<file path="config.mk">
export PLATFORM = sky130hd
export DESIGN_NAME = accel_block_average_fall_detect
export DESIGN_NICKNAME = d
export VERILOG_FILES = /design/src/rtl/afd_pkg.sv /design/src/rtl/accel_block_average_fall_detect.sv /design/src/rtl/afd_lane.sv /design/src/rtl/afd_merge.sv
export SDC_FILE = /design/constraint.sdc
export NUM_CORES = 2
export LEC_CHECK = 0
export BUFFER_PORTS_ARGS = -buffer_cell sky130_fd_sc_hd__buf_2
export CORE_MARGIN = 2
export CORE_UTILIZATION = 40
export CTS_CLUSTER_DIAMETER = 150
export DETAILED_ROUTE_END_ITERATION = 16
export GPL_TIMING_DRIVEN = 0
export SYNTH_ARGS = -nofsm -noshare
export SYNTH_HDL_FRONTEND = slang
export SYNTH_SLANG_ARGS = --single-unit
</file>
<file path="constraint.sdc">
create_clock -name aclk -period 8.7 [get_ports aclk]
set_input_delay 1.305 -clock aclk [delete_from_list [all_inputs] [get_ports aclk]]
set_output_delay 1.305 -clock aclk [all_outputs]
set_load 0.005 [all_outputs]
</file>
<file path="src/rtl/afd_pkg.sv">
package afd_pkg;

    // Default build of the block
    localparam int WINDOW_SIZE_DEF = 15;
    localparam int SAMPLE_BITS_DEF = 16;

    // Fixed widths of the arithmetic
    localparam int SUM_W      = 20;
    localparam int FRAC_W     = 4;
    localparam int MAG_W      = SUM_W + FRAC_W;
    localparam int AVG_W      = 20;
    localparam int LIMIT_W    = 16;
    localparam int FALL_W     = 3;
    localparam int RECIP_SHIFT = 31;

    // Pipeline depth from input transfer to output register
    localparam int STAGES = 5;

    // Configuration port
    localparam int CFG_IDX_W  = 3;
    localparam int CFG_DATA_W = 16;

    typedef enum logic [CFG_IDX_W-1:0] {
        REG_CALIBRATED  = 3'd0,
        REG_FRONT_LIMIT = 3'd1,
        REG_BACK_LIMIT  = 3'd2,
        REG_RIGHT_LIMIT = 3'd3,
        REG_LEFT_LIMIT  = 3'd4
    } cfg_index_t;

    localparam logic signed [LIMIT_W-1:0] LIMIT_MIN = {1'b1, {(LIMIT_W-1){1'b0}}};
    localparam logic signed [LIMIT_W-1:0] LIMIT_MAX = {1'b0, {(LIMIT_W-1){1'b1}}};

    // Output stream packing
    localparam int OUT_FIELD_W = 2 * AVG_W + FALL_W;
    localparam int OUT_DATA_W  = ((OUT_FIELD_W + 7) / 8) * 8;

    typedef enum logic [FALL_W-1:0] {
        FALL_STANDING = 3'd0,
        FALL_FORWARD  = 3'd1,
        FALL_BACKWARD = 3'd2,
        FALL_RIGHT    = 3'd3,
        FALL_LEFT     = 3'd4
    } fall_code_t;

    // Window control and per-stage advance enables, shared by both lanes
    typedef struct packed {
        logic               accumulate;
        logic               close;
        logic [STAGES-1:0]  adv;
    } afd_ctrl_t;

    // Limit comparison results of one lane
    typedef struct packed {
        logic below;
        logic above;
    } afd_flags_t;

endpackage

</file>
<file path="src/rtl/accel_block_average_fall_detect.sv">
// Pipeline: there are five register stages, and the first loads at the transfer edge;
// m_tvalid rises when the result reaches the last stage.
// Throughput: one sample per cycle while m_tready stays high; the five-stage average pipeline
// (reciprocal multiply, remainder correction, saturation) advances on each cycle that it is not stalled.
// Each stage moves on when it is empty or the next stage moves, so bubbles close up.
// Reset (aresetn low, synchronous): window counter and all sums cleared,
// calibrated 0, limits at their extreme values, pipeline emptied.
module accel_block_average_fall_detect #(
    parameter int WINDOW_SIZE = afd_pkg::WINDOW_SIZE_DEF,
    parameter int SAMPLE_BITS = afd_pkg::SAMPLE_BITS_DEF
) (
    input  logic                                   aclk,
    input  logic                                   aresetn,
    // lowest bit up: roll_sample, pitch_sample
    input  logic [((2*SAMPLE_BITS+7)/8)*8-1:0]     s_tdata,
    input  logic                                   s_tvalid,
    output logic                                   s_tready,
    // lowest bit up: roll_average, pitch_average, fall_code
    output logic [afd_pkg::OUT_DATA_W-1:0]         m_tdata,
    // window_closed
    output logic                                   m_tuser,
    output logic                                   m_tvalid,
    input  logic                                   m_tready,
    input  logic                                   cfg_wr_en,
    input  logic [afd_pkg::CFG_IDX_W-1:0]          cfg_index,
    input  logic [afd_pkg::CFG_DATA_W-1:0]         cfg_wdata
);

    localparam int STAGES = afd_pkg::STAGES;
    localparam int CNT_W  = $clog2(WINDOW_SIZE + 1);
    localparam int LIMIT_W = afd_pkg::LIMIT_W;
    localparam int AVG_W  = afd_pkg::AVG_W;
    localparam int PAD_W  = afd_pkg::OUT_DATA_W - afd_pkg::OUT_FIELD_W;
    localparam logic [CNT_W-1:0] WIN_CNT = CNT_W'(WINDOW_SIZE);

    // Configuration registers
    logic                      calibrated_reg;
    logic signed [LIMIT_W-1:0] front_limit_reg, back_limit_reg;
    logic signed [LIMIT_W-1:0] right_limit_reg, left_limit_reg;

    // Control
    logic                      ready_ok_reg;
    logic [CNT_W-1:0]          count_reg, count_next;
    logic [STAGES-1:0]         valid_reg;
    logic [STAGES-2:0]         closed_pipe_reg;
    logic [STAGES-1:0]         adv;
    logic                      in_xfer;
    afd_pkg::afd_ctrl_t        ctrl;

    // Lane results
    afd_pkg::afd_flags_t       roll_flags, pitch_flags;
    logic [AVG_W-1:0]          roll_average, pitch_average;
    logic [afd_pkg::FALL_W-1:0] fall_code;
    logic                      window_closed;

    // Write configuration registers
    always_ff @(posedge aclk) begin
        if (!aresetn) begin
            calibrated_reg  <= 1'b0;
            front_limit_reg <= afd_pkg::LIMIT_MIN;
            back_limit_reg  <= afd_pkg::LIMIT_MAX;
            right_limit_reg <= afd_pkg::LIMIT_MAX;
            left_limit_reg  <= afd_pkg::LIMIT_MIN;
        end else if (cfg_wr_en) begin
            case (cfg_index)
                afd_pkg::REG_CALIBRATED:  calibrated_reg  <= cfg_wdata[0];
                afd_pkg::REG_FRONT_LIMIT: front_limit_reg <= cfg_wdata[LIMIT_W-1:0];
                afd_pkg::REG_BACK_LIMIT:  back_limit_reg  <= cfg_wdata[LIMIT_W-1:0];
                afd_pkg::REG_RIGHT_LIMIT: right_limit_reg <= cfg_wdata[LIMIT_W-1:0];
                afd_pkg::REG_LEFT_LIMIT:  left_limit_reg  <= cfg_wdata[LIMIT_W-1:0];
                default: ;
            endcase
        end
    end

    // Stage advance: a stage moves when empty or when the next one moves
    always_comb begin
        adv[STAGES-1] = !valid_reg[STAGES-1] || m_tready;
        for (int k = STAGES - 2; k >= 0; k--) begin
            adv[k] = !valid_reg[k] || adv[k+1];
        end
    end

    assign s_tready = adv[0] && ready_ok_reg;
    assign in_xfer  = s_tvalid && s_tready;

    // Window control
    assign ctrl.accumulate = in_xfer && calibrated_reg && (count_reg < WIN_CNT);
    assign ctrl.close      = in_xfer && calibrated_reg && !(count_reg < WIN_CNT);
    assign ctrl.adv        = adv;

    always_comb begin
        count_next = count_reg;
        if (ctrl.close) begin
            count_next = '0;
        end else if (ctrl.accumulate) begin
            count_next = count_reg + CNT_W'(1);
        end
    end

    always_ff @(posedge aclk) begin
        if (!aresetn) begin
            ready_ok_reg <= 1'b0;
            count_reg    <= '0;
            valid_reg    <= '0;
        end else begin
            ready_ok_reg <= 1'b1;
            count_reg    <= count_next;
            if (adv[0]) begin
                valid_reg[0] <= in_xfer;
            end
            for (int k = 1; k < STAGES; k++) begin
                if (adv[k]) begin
                    valid_reg[k] <= valid_reg[k-1];
                end
            end
        end
    end

    // Carry the close flag alongside the averages
    always_ff @(posedge aclk) begin
        if (adv[0]) begin
            closed_pipe_reg[0] <= ctrl.close;
        end
        for (int k = 1; k < STAGES - 1; k++) begin
            if (adv[k]) begin
                closed_pipe_reg[k] <= closed_pipe_reg[k-1];
            end
        end
    end

    afd_lane #(
        .WINDOW_SIZE (WINDOW_SIZE),
        .SAMPLE_BITS (SAMPLE_BITS)
    ) u_roll_lane (
        .aclk       (aclk),
        .aresetn    (aresetn),
        .ctrl       (ctrl),
        .sample     (s_tdata[SAMPLE_BITS-1:0]),
        .low_limit  (left_limit_reg),
        .high_limit (right_limit_reg),
        .flags      (roll_flags),
        .average    (roll_average)
    );

    afd_lane #(
        .WINDOW_SIZE (WINDOW_SIZE),
        .SAMPLE_BITS (SAMPLE_BITS)
    ) u_pitch_lane (
        .aclk       (aclk),
        .aresetn    (aresetn),
        .ctrl       (ctrl),
        .sample     (s_tdata[2*SAMPLE_BITS-1:SAMPLE_BITS]),
        .low_limit  (front_limit_reg),
        .high_limit (back_limit_reg),
        .flags      (pitch_flags),
        .average    (pitch_average)
    );

    afd_merge u_merge (
        .aclk          (aclk),
        .adv           (adv[STAGES-1]),
        .roll_flags    (roll_flags),
        .pitch_flags   (pitch_flags),
        .closed        (closed_pipe_reg[STAGES-2]),
        .fall_code     (fall_code),
        .window_closed (window_closed)
    );

    assign m_tdata  = {{PAD_W{1'b0}}, fall_code, pitch_average, roll_average};
    assign m_tuser  = window_closed;
    assign m_tvalid = valid_reg[STAGES-1];

    // The counter never runs past the window length
    a_count_range: assert property (@(posedge aclk) disable iff (!aresetn)
        count_reg <= WIN_CNT)
        else $error("window counter past window length");

    // A window closes only on the transfer after a full window
    a_close_full: assert property (@(posedge aclk) disable iff (!aresetn)
        ctrl.close |-> count_reg == WIN_CNT)
        else $error("window closed early");

    // Closing a window restarts the count
    a_close_restart: assert property (@(posedge aclk) disable iff (!aresetn)
        ctrl.close |=> count_reg == '0)
        else $error("counter not cleared after close");

    // Uncalibrated samples leave the count alone
    a_uncal_hold: assert property (@(posedge aclk) disable iff (!aresetn)
        (in_xfer && !calibrated_reg) |=> $stable(count_reg))
        else $error("uncalibrated sample changed the counter");

    // A close flag enters the pipeline only together with a valid result
    a_closed_valid: assert property (@(posedge aclk) disable iff (!aresetn)
        ctrl.close |=> valid_reg[0] && closed_pipe_reg[0])
        else $error("close flag lost entering pipeline");

endmodule

</file>
<file path="src/rtl/afd_lane.sv">
module afd_lane #(
    parameter int WINDOW_SIZE = afd_pkg::WINDOW_SIZE_DEF,
    parameter int SAMPLE_BITS = afd_pkg::SAMPLE_BITS_DEF
) (
    input  logic                                     aclk,
    input  logic                                     aresetn,
    input  afd_pkg::afd_ctrl_t                       ctrl,
    input  logic signed [SAMPLE_BITS-1:0]            sample,
    input  logic signed [afd_pkg::LIMIT_W-1:0]       low_limit,
    input  logic signed [afd_pkg::LIMIT_W-1:0]       high_limit,
    output afd_pkg::afd_flags_t                      flags,
    output logic [afd_pkg::AVG_W-1:0]                average
);

    localparam int SUM_W  = afd_pkg::SUM_W;
    localparam int MAG_W  = afd_pkg::MAG_W;
    localparam int AVG_W  = afd_pkg::AVG_W;
    localparam int FRAC_W = afd_pkg::FRAC_W;
    localparam int WB     = $clog2(WINDOW_SIZE + 1);
    localparam int LIM_W  = afd_pkg::LIMIT_W + WB;
    localparam int CMP_W  = (LIM_W > SUM_W) ? LIM_W : SUM_W;
    localparam int EXT_W  = (SAMPLE_BITS > SUM_W) ? SAMPLE_BITS : SUM_W;
    localparam int PROD_W = MAG_W + 32;
    localparam int BACK_W = MAG_W + WB;
    localparam int REM_W  = $clog2(2 * WINDOW_SIZE);
    localparam int RS     = afd_pkg::RECIP_SHIFT;

    localparam logic [31:0] RECIP = 32'((64'd1 << RS) / WINDOW_SIZE);
    localparam logic signed [LIM_W-1:0] W_LIM = LIM_W'(WINDOW_SIZE);
    localparam logic [MAG_W-1:0] W_MAG = MAG_W'(WINDOW_SIZE);
    localparam logic [BACK_W-1:0] W_BACK = BACK_W'(WINDOW_SIZE);
    localparam logic [REM_W-1:0] W_REM = REM_W'(WINDOW_SIZE);
    localparam logic [MAG_W-1:0] NEG_BOUND = MAG_W'(1) << (AVG_W - 1);
    localparam logic [MAG_W-1:0] POS_BOUND = NEG_BOUND - MAG_W'(1);
    localparam logic [AVG_W-1:0] AVG_MIN = {1'b1, {(AVG_W-1){1'b0}}};
    localparam logic [AVG_W-1:0] AVG_MAX = {1'b0, {(AVG_W-1){1'b1}}};

    // Window state
    logic signed [SUM_W-1:0] run_sum_reg, run_sum_next;
    logic signed [SUM_W-1:0] win_sum_reg, win_sum_next;
    logic signed [EXT_W-1:0] sample_ext;

    // Scaled limits
    logic signed [LIM_W-1:0] low_scaled_reg, high_scaled_reg;

    // Pipeline payload
    logic signed [SUM_W-1:0] p1_sum_reg;
    logic signed [MAG_W-1:0] p1_scaled;
    logic signed [CMP_W-1:0] p1_cmp;
    logic [MAG_W-1:0]        p1_mag;
    logic                    p2_neg_reg, p3_neg_reg, p4_neg_reg;
    logic [MAG_W-1:0]        p2_mag_reg, p3_mag_reg;
    afd_pkg::afd_flags_t     p2_flags_reg, p3_flags_reg, p4_flags_reg;
    logic [PROD_W-1:0]       p2_prod;
    logic [MAG_W-1:0]        p3_quot_reg, p4_quot_reg;
    logic [BACK_W-1:0]       p3_back;
    logic [BACK_W-1:0]       p3_rem_full;
    logic [REM_W-1:0]        p3_rem;
    logic [MAG_W-1:0]        p4_neg_quot;
    logic [AVG_W-1:0]        average_reg, average_next;

    // Accumulate into the running sum, latch it on window close
    assign sample_ext = EXT_W'(sample);

    always_comb begin
        run_sum_next = run_sum_reg;
        win_sum_next = win_sum_reg;
        if (ctrl.accumulate) begin
            run_sum_next = run_sum_reg + sample_ext[SUM_W-1:0];
        end else if (ctrl.close) begin
            win_sum_next = run_sum_reg;
            run_sum_next = '0;
        end
    end

    always_ff @(posedge aclk) begin
        if (!aresetn) begin
            run_sum_reg <= '0;
            win_sum_reg <= '0;
        end else begin
            run_sum_reg <= run_sum_next;
            win_sum_reg <= win_sum_next;
        end
    end

    // Scale the limits by the window length
    always_ff @(posedge aclk) begin
        low_scaled_reg  <= LIM_W'(low_limit) * W_LIM;
        high_scaled_reg <= LIM_W'(high_limit) * W_LIM;
    end

    // Stage 1: capture the window sum seen by this transfer
    always_ff @(posedge aclk) begin
        if (ctrl.adv[0]) begin
            p1_sum_reg <= win_sum_next;
        end
    end

    // Stage 2: magnitude for floor division, limit compares
    assign p1_scaled = {p1_sum_reg, {FRAC_W{1'b0}}};
    assign p1_cmp    = CMP_W'(p1_sum_reg);
    assign p1_mag    = p1_sum_reg[SUM_W-1] ? (~p1_scaled + W_MAG) : p1_scaled;

    always_ff @(posedge aclk) begin
        if (ctrl.adv[1]) begin
            p2_neg_reg         <= p1_sum_reg[SUM_W-1];
            p2_mag_reg         <= p1_mag;
            p2_flags_reg.below <= p1_cmp < CMP_W'(low_scaled_reg);
            p2_flags_reg.above <= p1_cmp > CMP_W'(high_scaled_reg);
        end
    end

    // Stage 3: reciprocal multiply, quotient low by at most one
    assign p2_prod = PROD_W'(p2_mag_reg) * PROD_W'(RECIP);

    always_ff @(posedge aclk) begin
        if (ctrl.adv[2]) begin
            p3_quot_reg  <= p2_prod[RS+MAG_W-1:RS];
            p3_mag_reg   <= p2_mag_reg;
            p3_neg_reg   <= p2_neg_reg;
            p3_flags_reg <= p2_flags_reg;
        end
    end

    // Stage 4: correct the quotient from the remainder
    assign p3_back     = BACK_W'(p3_quot_reg) * W_BACK;
    assign p3_rem_full = BACK_W'(p3_mag_reg) - p3_back;
    assign p3_rem      = p3_rem_full[REM_W-1:0];

    always_ff @(posedge aclk) begin
        if (ctrl.adv[3]) begin
            p4_quot_reg  <= (p3_rem >= W_REM) ? (p3_quot_reg + MAG_W'(1)) : p3_quot_reg;
            p4_neg_reg   <= p3_neg_reg;
            p4_flags_reg <= p3_flags_reg;
        end
    end

    // Stage 5: apply the sign and saturate
    assign p4_neg_quot = -p4_quot_reg;

    always_comb begin
        if (p4_neg_reg) begin
            average_next = (p4_quot_reg > NEG_BOUND) ? AVG_MIN : p4_neg_quot[AVG_W-1:0];
        end else begin
            average_next = (p4_quot_reg > POS_BOUND) ? AVG_MAX : p4_quot_reg[AVG_W-1:0];
        end
    end

    always_ff @(posedge aclk) begin
        if (ctrl.adv[4]) begin
            average_reg <= average_next;
        end
    end

    assign average = average_reg;
    assign flags   = p4_flags_reg;

endmodule

</file>
<file path="src/rtl/afd_merge.sv">
module afd_merge (
    input  logic                            aclk,
    input  logic                            adv,
    input  afd_pkg::afd_flags_t             roll_flags,
    input  afd_pkg::afd_flags_t             pitch_flags,
    input  logic                            closed,
    output logic [afd_pkg::FALL_W-1:0]      fall_code,
    output logic                            window_closed
);

    afd_pkg::fall_code_t fall_code_reg, fall_code_next;
    logic                closed_reg;

    // Prioritise forward, backward, right, left
    always_comb begin
        if (pitch_flags.below) begin
            fall_code_next = afd_pkg::FALL_FORWARD;
        end else if (pitch_flags.above) begin
            fall_code_next = afd_pkg::FALL_BACKWARD;
        end else if (roll_flags.above) begin
            fall_code_next = afd_pkg::FALL_RIGHT;
        end else if (roll_flags.below) begin
            fall_code_next = afd_pkg::FALL_LEFT;
        end else begin
            fall_code_next = afd_pkg::FALL_STANDING;
        end
    end

    // Hold the result in the output stage
    always_ff @(posedge aclk) begin
        if (adv) begin
            fall_code_reg <= fall_code_next;
            closed_reg    <= closed;
        end
    end

    assign fall_code     = fall_code_reg;
    assign window_closed = closed_reg;

endmodule
</file>
==> flow_summary.json <==
{
  "core-area_mm2": 0.0903,
  "antenna_found_initial": 3,
  "multi_input_area_mm2": 0.0222,
  "grtUsageTotal_pct": 16.8,
  "hold-worst-slack_ns": 0.414,
  "insertion_delay_ns": 0.62,
  "setup_ws_ns": 2.51,
  "r2r-start": "u_roll_lane.p2_mag_reg[23]",
  "wirelength_um": 77500,
  "drive_above_1_share_pct": 7.25,
  "cts_resized": 0,
  "die_w_um": 306,
  "register_area_mm2": 0.0119,
  "ys_seq_area_share_pct": 32.4,
  "clk_pin_slew_ns": 0.06,
  "max-vdd-ir-drop_v": 0.000146,
  "post-route-min-period_ns": 6.19,
  "row_count": 110,
  "rsz0062_at_grt": "no",
  "fillers": 8705,
  "cts_buffer_depth": 3,
  "tritoncts": "built",
  "cp_cell_sequence": "ha_1 > fa_1 > inv_1 > fa_1 > inv_1 > fa_1 > inv_1 > fa_1 > inv_1 > ha_1 > ha_1 > nand2_1 > o211ai_1 > a31oi_1 > o31ai_1 > a221oi_2 > a31oi_1 > a41o_1 > a221o_1 > a21oi_1 > xnor2_1",
  "crit_path_max_fanout": 4,
  "initial_core_util_pct": 40.5,
  "hold_buffers": 0,
  "max_cap_viol_count": 0,
  "hold_end": "u_roll_lane.p4_neg_reg",
  "die_h_um": 306,
  "path_delay_family": "adder cells",
  "cp.buffers_inverters": 4,
  "synth_edf_count": 238,
  "grt_pass1_vias": 24300,
  "r2r_cells": 21,
  "grt-ovfl-total": 0,
  "post_cts_buffers": 0,
  "vias_per_cell": 4.95,
  "port_buffers": 101,
  "pre_cts_ws_ns": 2.52,
  "fin_area_mm2": 0.0404,
  "cp.arrival_ns": 6.54,
  "final_common_cell": "inv_1",
  "hp-start": "u_roll_lane.p3_neg_reg",
  "p_per_area_mw_per_mm2": 140,
  "fin_skew_ns": 0.0259,
  "grt_pass1_wl_um": 127000,
  "synthCells": 3628,
  "critical_path.max_stage_delay_ns": 0.55,
  "ys_ff_latch": 473,
  "crit_slowest_cell": "fa_1",
  "grt_max_degree": 45,
  "cp-end-kind": "flip-flop",
  "hold_class": "reg -> reg",
  "slew_headroom_pct": 17.3,
  "vias": 24800,
  "route.detailed.drc": 0,
  "ys_types": 86,
  "clock-sinks": 473,
  "drt-initial-drc-count": 1356,
  "finalSetupViolCount": 0,
  "synth_warnings": 0,
  "hold_violations": 0,
  "crit_start": "u_roll_lane.p2_mag_reg[23]",
  "htree_num_levels": 2,
  "place_congestion": 0.909,
  "dr.pass1.iters": 5,
  "slew_violations": 0,
  "start_kind": "flip-flop",
  "io_pins": 107,
  "async_flop_share_pct": 0,
  "ant_nets": 0,
  "fmax_ghz": 0.161,
  "setup_tns_ns": 0,
  "required_ns": 9.05,
  "tightest_slew_ns": 1.24,
  "power.leakage_nw": 20.5,
  "syn_area_mm2": 0.0366,
  "most-common-layout-cells": "inv_1, ha_1, nand2_1",
  "clock-root-buffer": "clkbuf_16",
  "nets": 4627,
  "cts_buffers": 53,
  "hpwl_um": 63300,
  "die_area_mm2": 0.0939,
  "final_util_pct": 44.7,
  "status": "finished, final reports clean",
  "path_class": "reg -> reg",
  "synthFlopType": "edfxtp_1",
  "r2r_setup_slack_ns": 2.51,
  "avgSynthCellArea_um2": 10.1,
  "whs_path_depth": 0,
  "areaGrowthSynthToFinish_pct": 10.3,
  "routedWlPerCell_um": 15.5,
  "post_dp_cell_area_mm2": 0.0387,
  "regToRegEndpoint": "u_roll_lane.p3_quot_reg[19]",
  "fin_crit_sh_pct": 71.2
}
per-stage QoR:
stage,std cells,power [mW]
2_1_floorplan,3632,3.32
3_3_place_gp,4909,3.55
3_5_place_dp,4913,3.56
4_1_cts,5012,5.75
5_1_grt,5012,5.99
6_report,5014,5.67
area by class of cell:
class	instances	share of cell area [%]
Antenna cell	2	0.0124
Tap cell	1176	3.65
Inverter	620	5.77
Clock inverter	35	0.707
Multi-Input combinational cell	2472	54.9
Timing Repair Buffer	105	1.49
Buffer	67	0.697
Sequential cell	473	29.4
Clock buffer	64	3.44
worst reg2reg max path, delay by kind of cell (launching register included):
family,cells,cell delay [ns]
adders and majority gates,7,3.01
AOI/OAI and AO/OA,8,2.01
DFF,1,0.45
buffers and inverters,4,0.29
xor gates and xnor gates,1,0.09
and+or+nand+nor,1,0.08
where the power goes:
| part | internal (mW) | switching (mW) |
|---|---|---|
| clock | 1.23 | 0.933 |
| sequential | 2.48 | 0.0549 |
| combinational | 0.429 | 0.540 |
| total | 4.14 | 1.53 |
metal layers:
layer  vias up  GRT usage (%)  share of wire (%)  wire [µm]
li1      12700              -                  -          -
met1     11700           25.2                 52      40400
met2       373           26.1                 43      33000
met3        79           1.63                3.6       2760
met4         0           3.73                1.8       1360
met5         -              0                  0          0
synthesized netlist by cell type, types with 29 or more instances:
cell	number	share of area, %
nor3_1	42	0.57
ha_1	559	19
a21o_1	79	1.6
mux2_2	45	1.4
nand4_1	35	0.60
dfxtp_1	235	13
o21ai_0	118	1.6
xnor2_1	183	4.4
inv_1	619	6.4
o211ai_1	38	0.78
edfxtp_1	238	20
a21oi_1	133	1.8
nor2b_1	46	0.79
fa_1	220	12
clkbuf_1	56	0.57
and2_1	49	0.84
xor2_1	62	1.5
a21boi_0	52	1.1
nand2_1	272	2.8
or3_1	29	0.50
nand3_1	61	0.83
nor2_1	120	1.2
logic make-up after synthesis:
family	Yosys count	share of synthesized area [%]
flops	473	32.4
other cells	1	0.0102
compound gates	619	11.3
xor+xnor	245	5.86
mux	53	1.60
buf+inv	687	7.13
simple gates	771	10.5
fa+ha+maj	779	31.2
how the worst max path moves through the flow:
stage,to,slack (ns),cells past startpoint
floorplan,u_roll_lane.p3_quot_reg[19],3.09,21
global placement,u_pitch_lane.run_sum_reg[13],2.43,9
detailed placement,u_roll_lane.p3_quot_reg[19],2.52,21
CTS,u_roll_lane.p3_quot_reg[19],2.50,21
global route,u_roll_lane.p3_quot_reg[20],2.13,21
finish,u_roll_lane.p3_quot_reg[19],2.51,21
(Power assumes the default switching activity.)
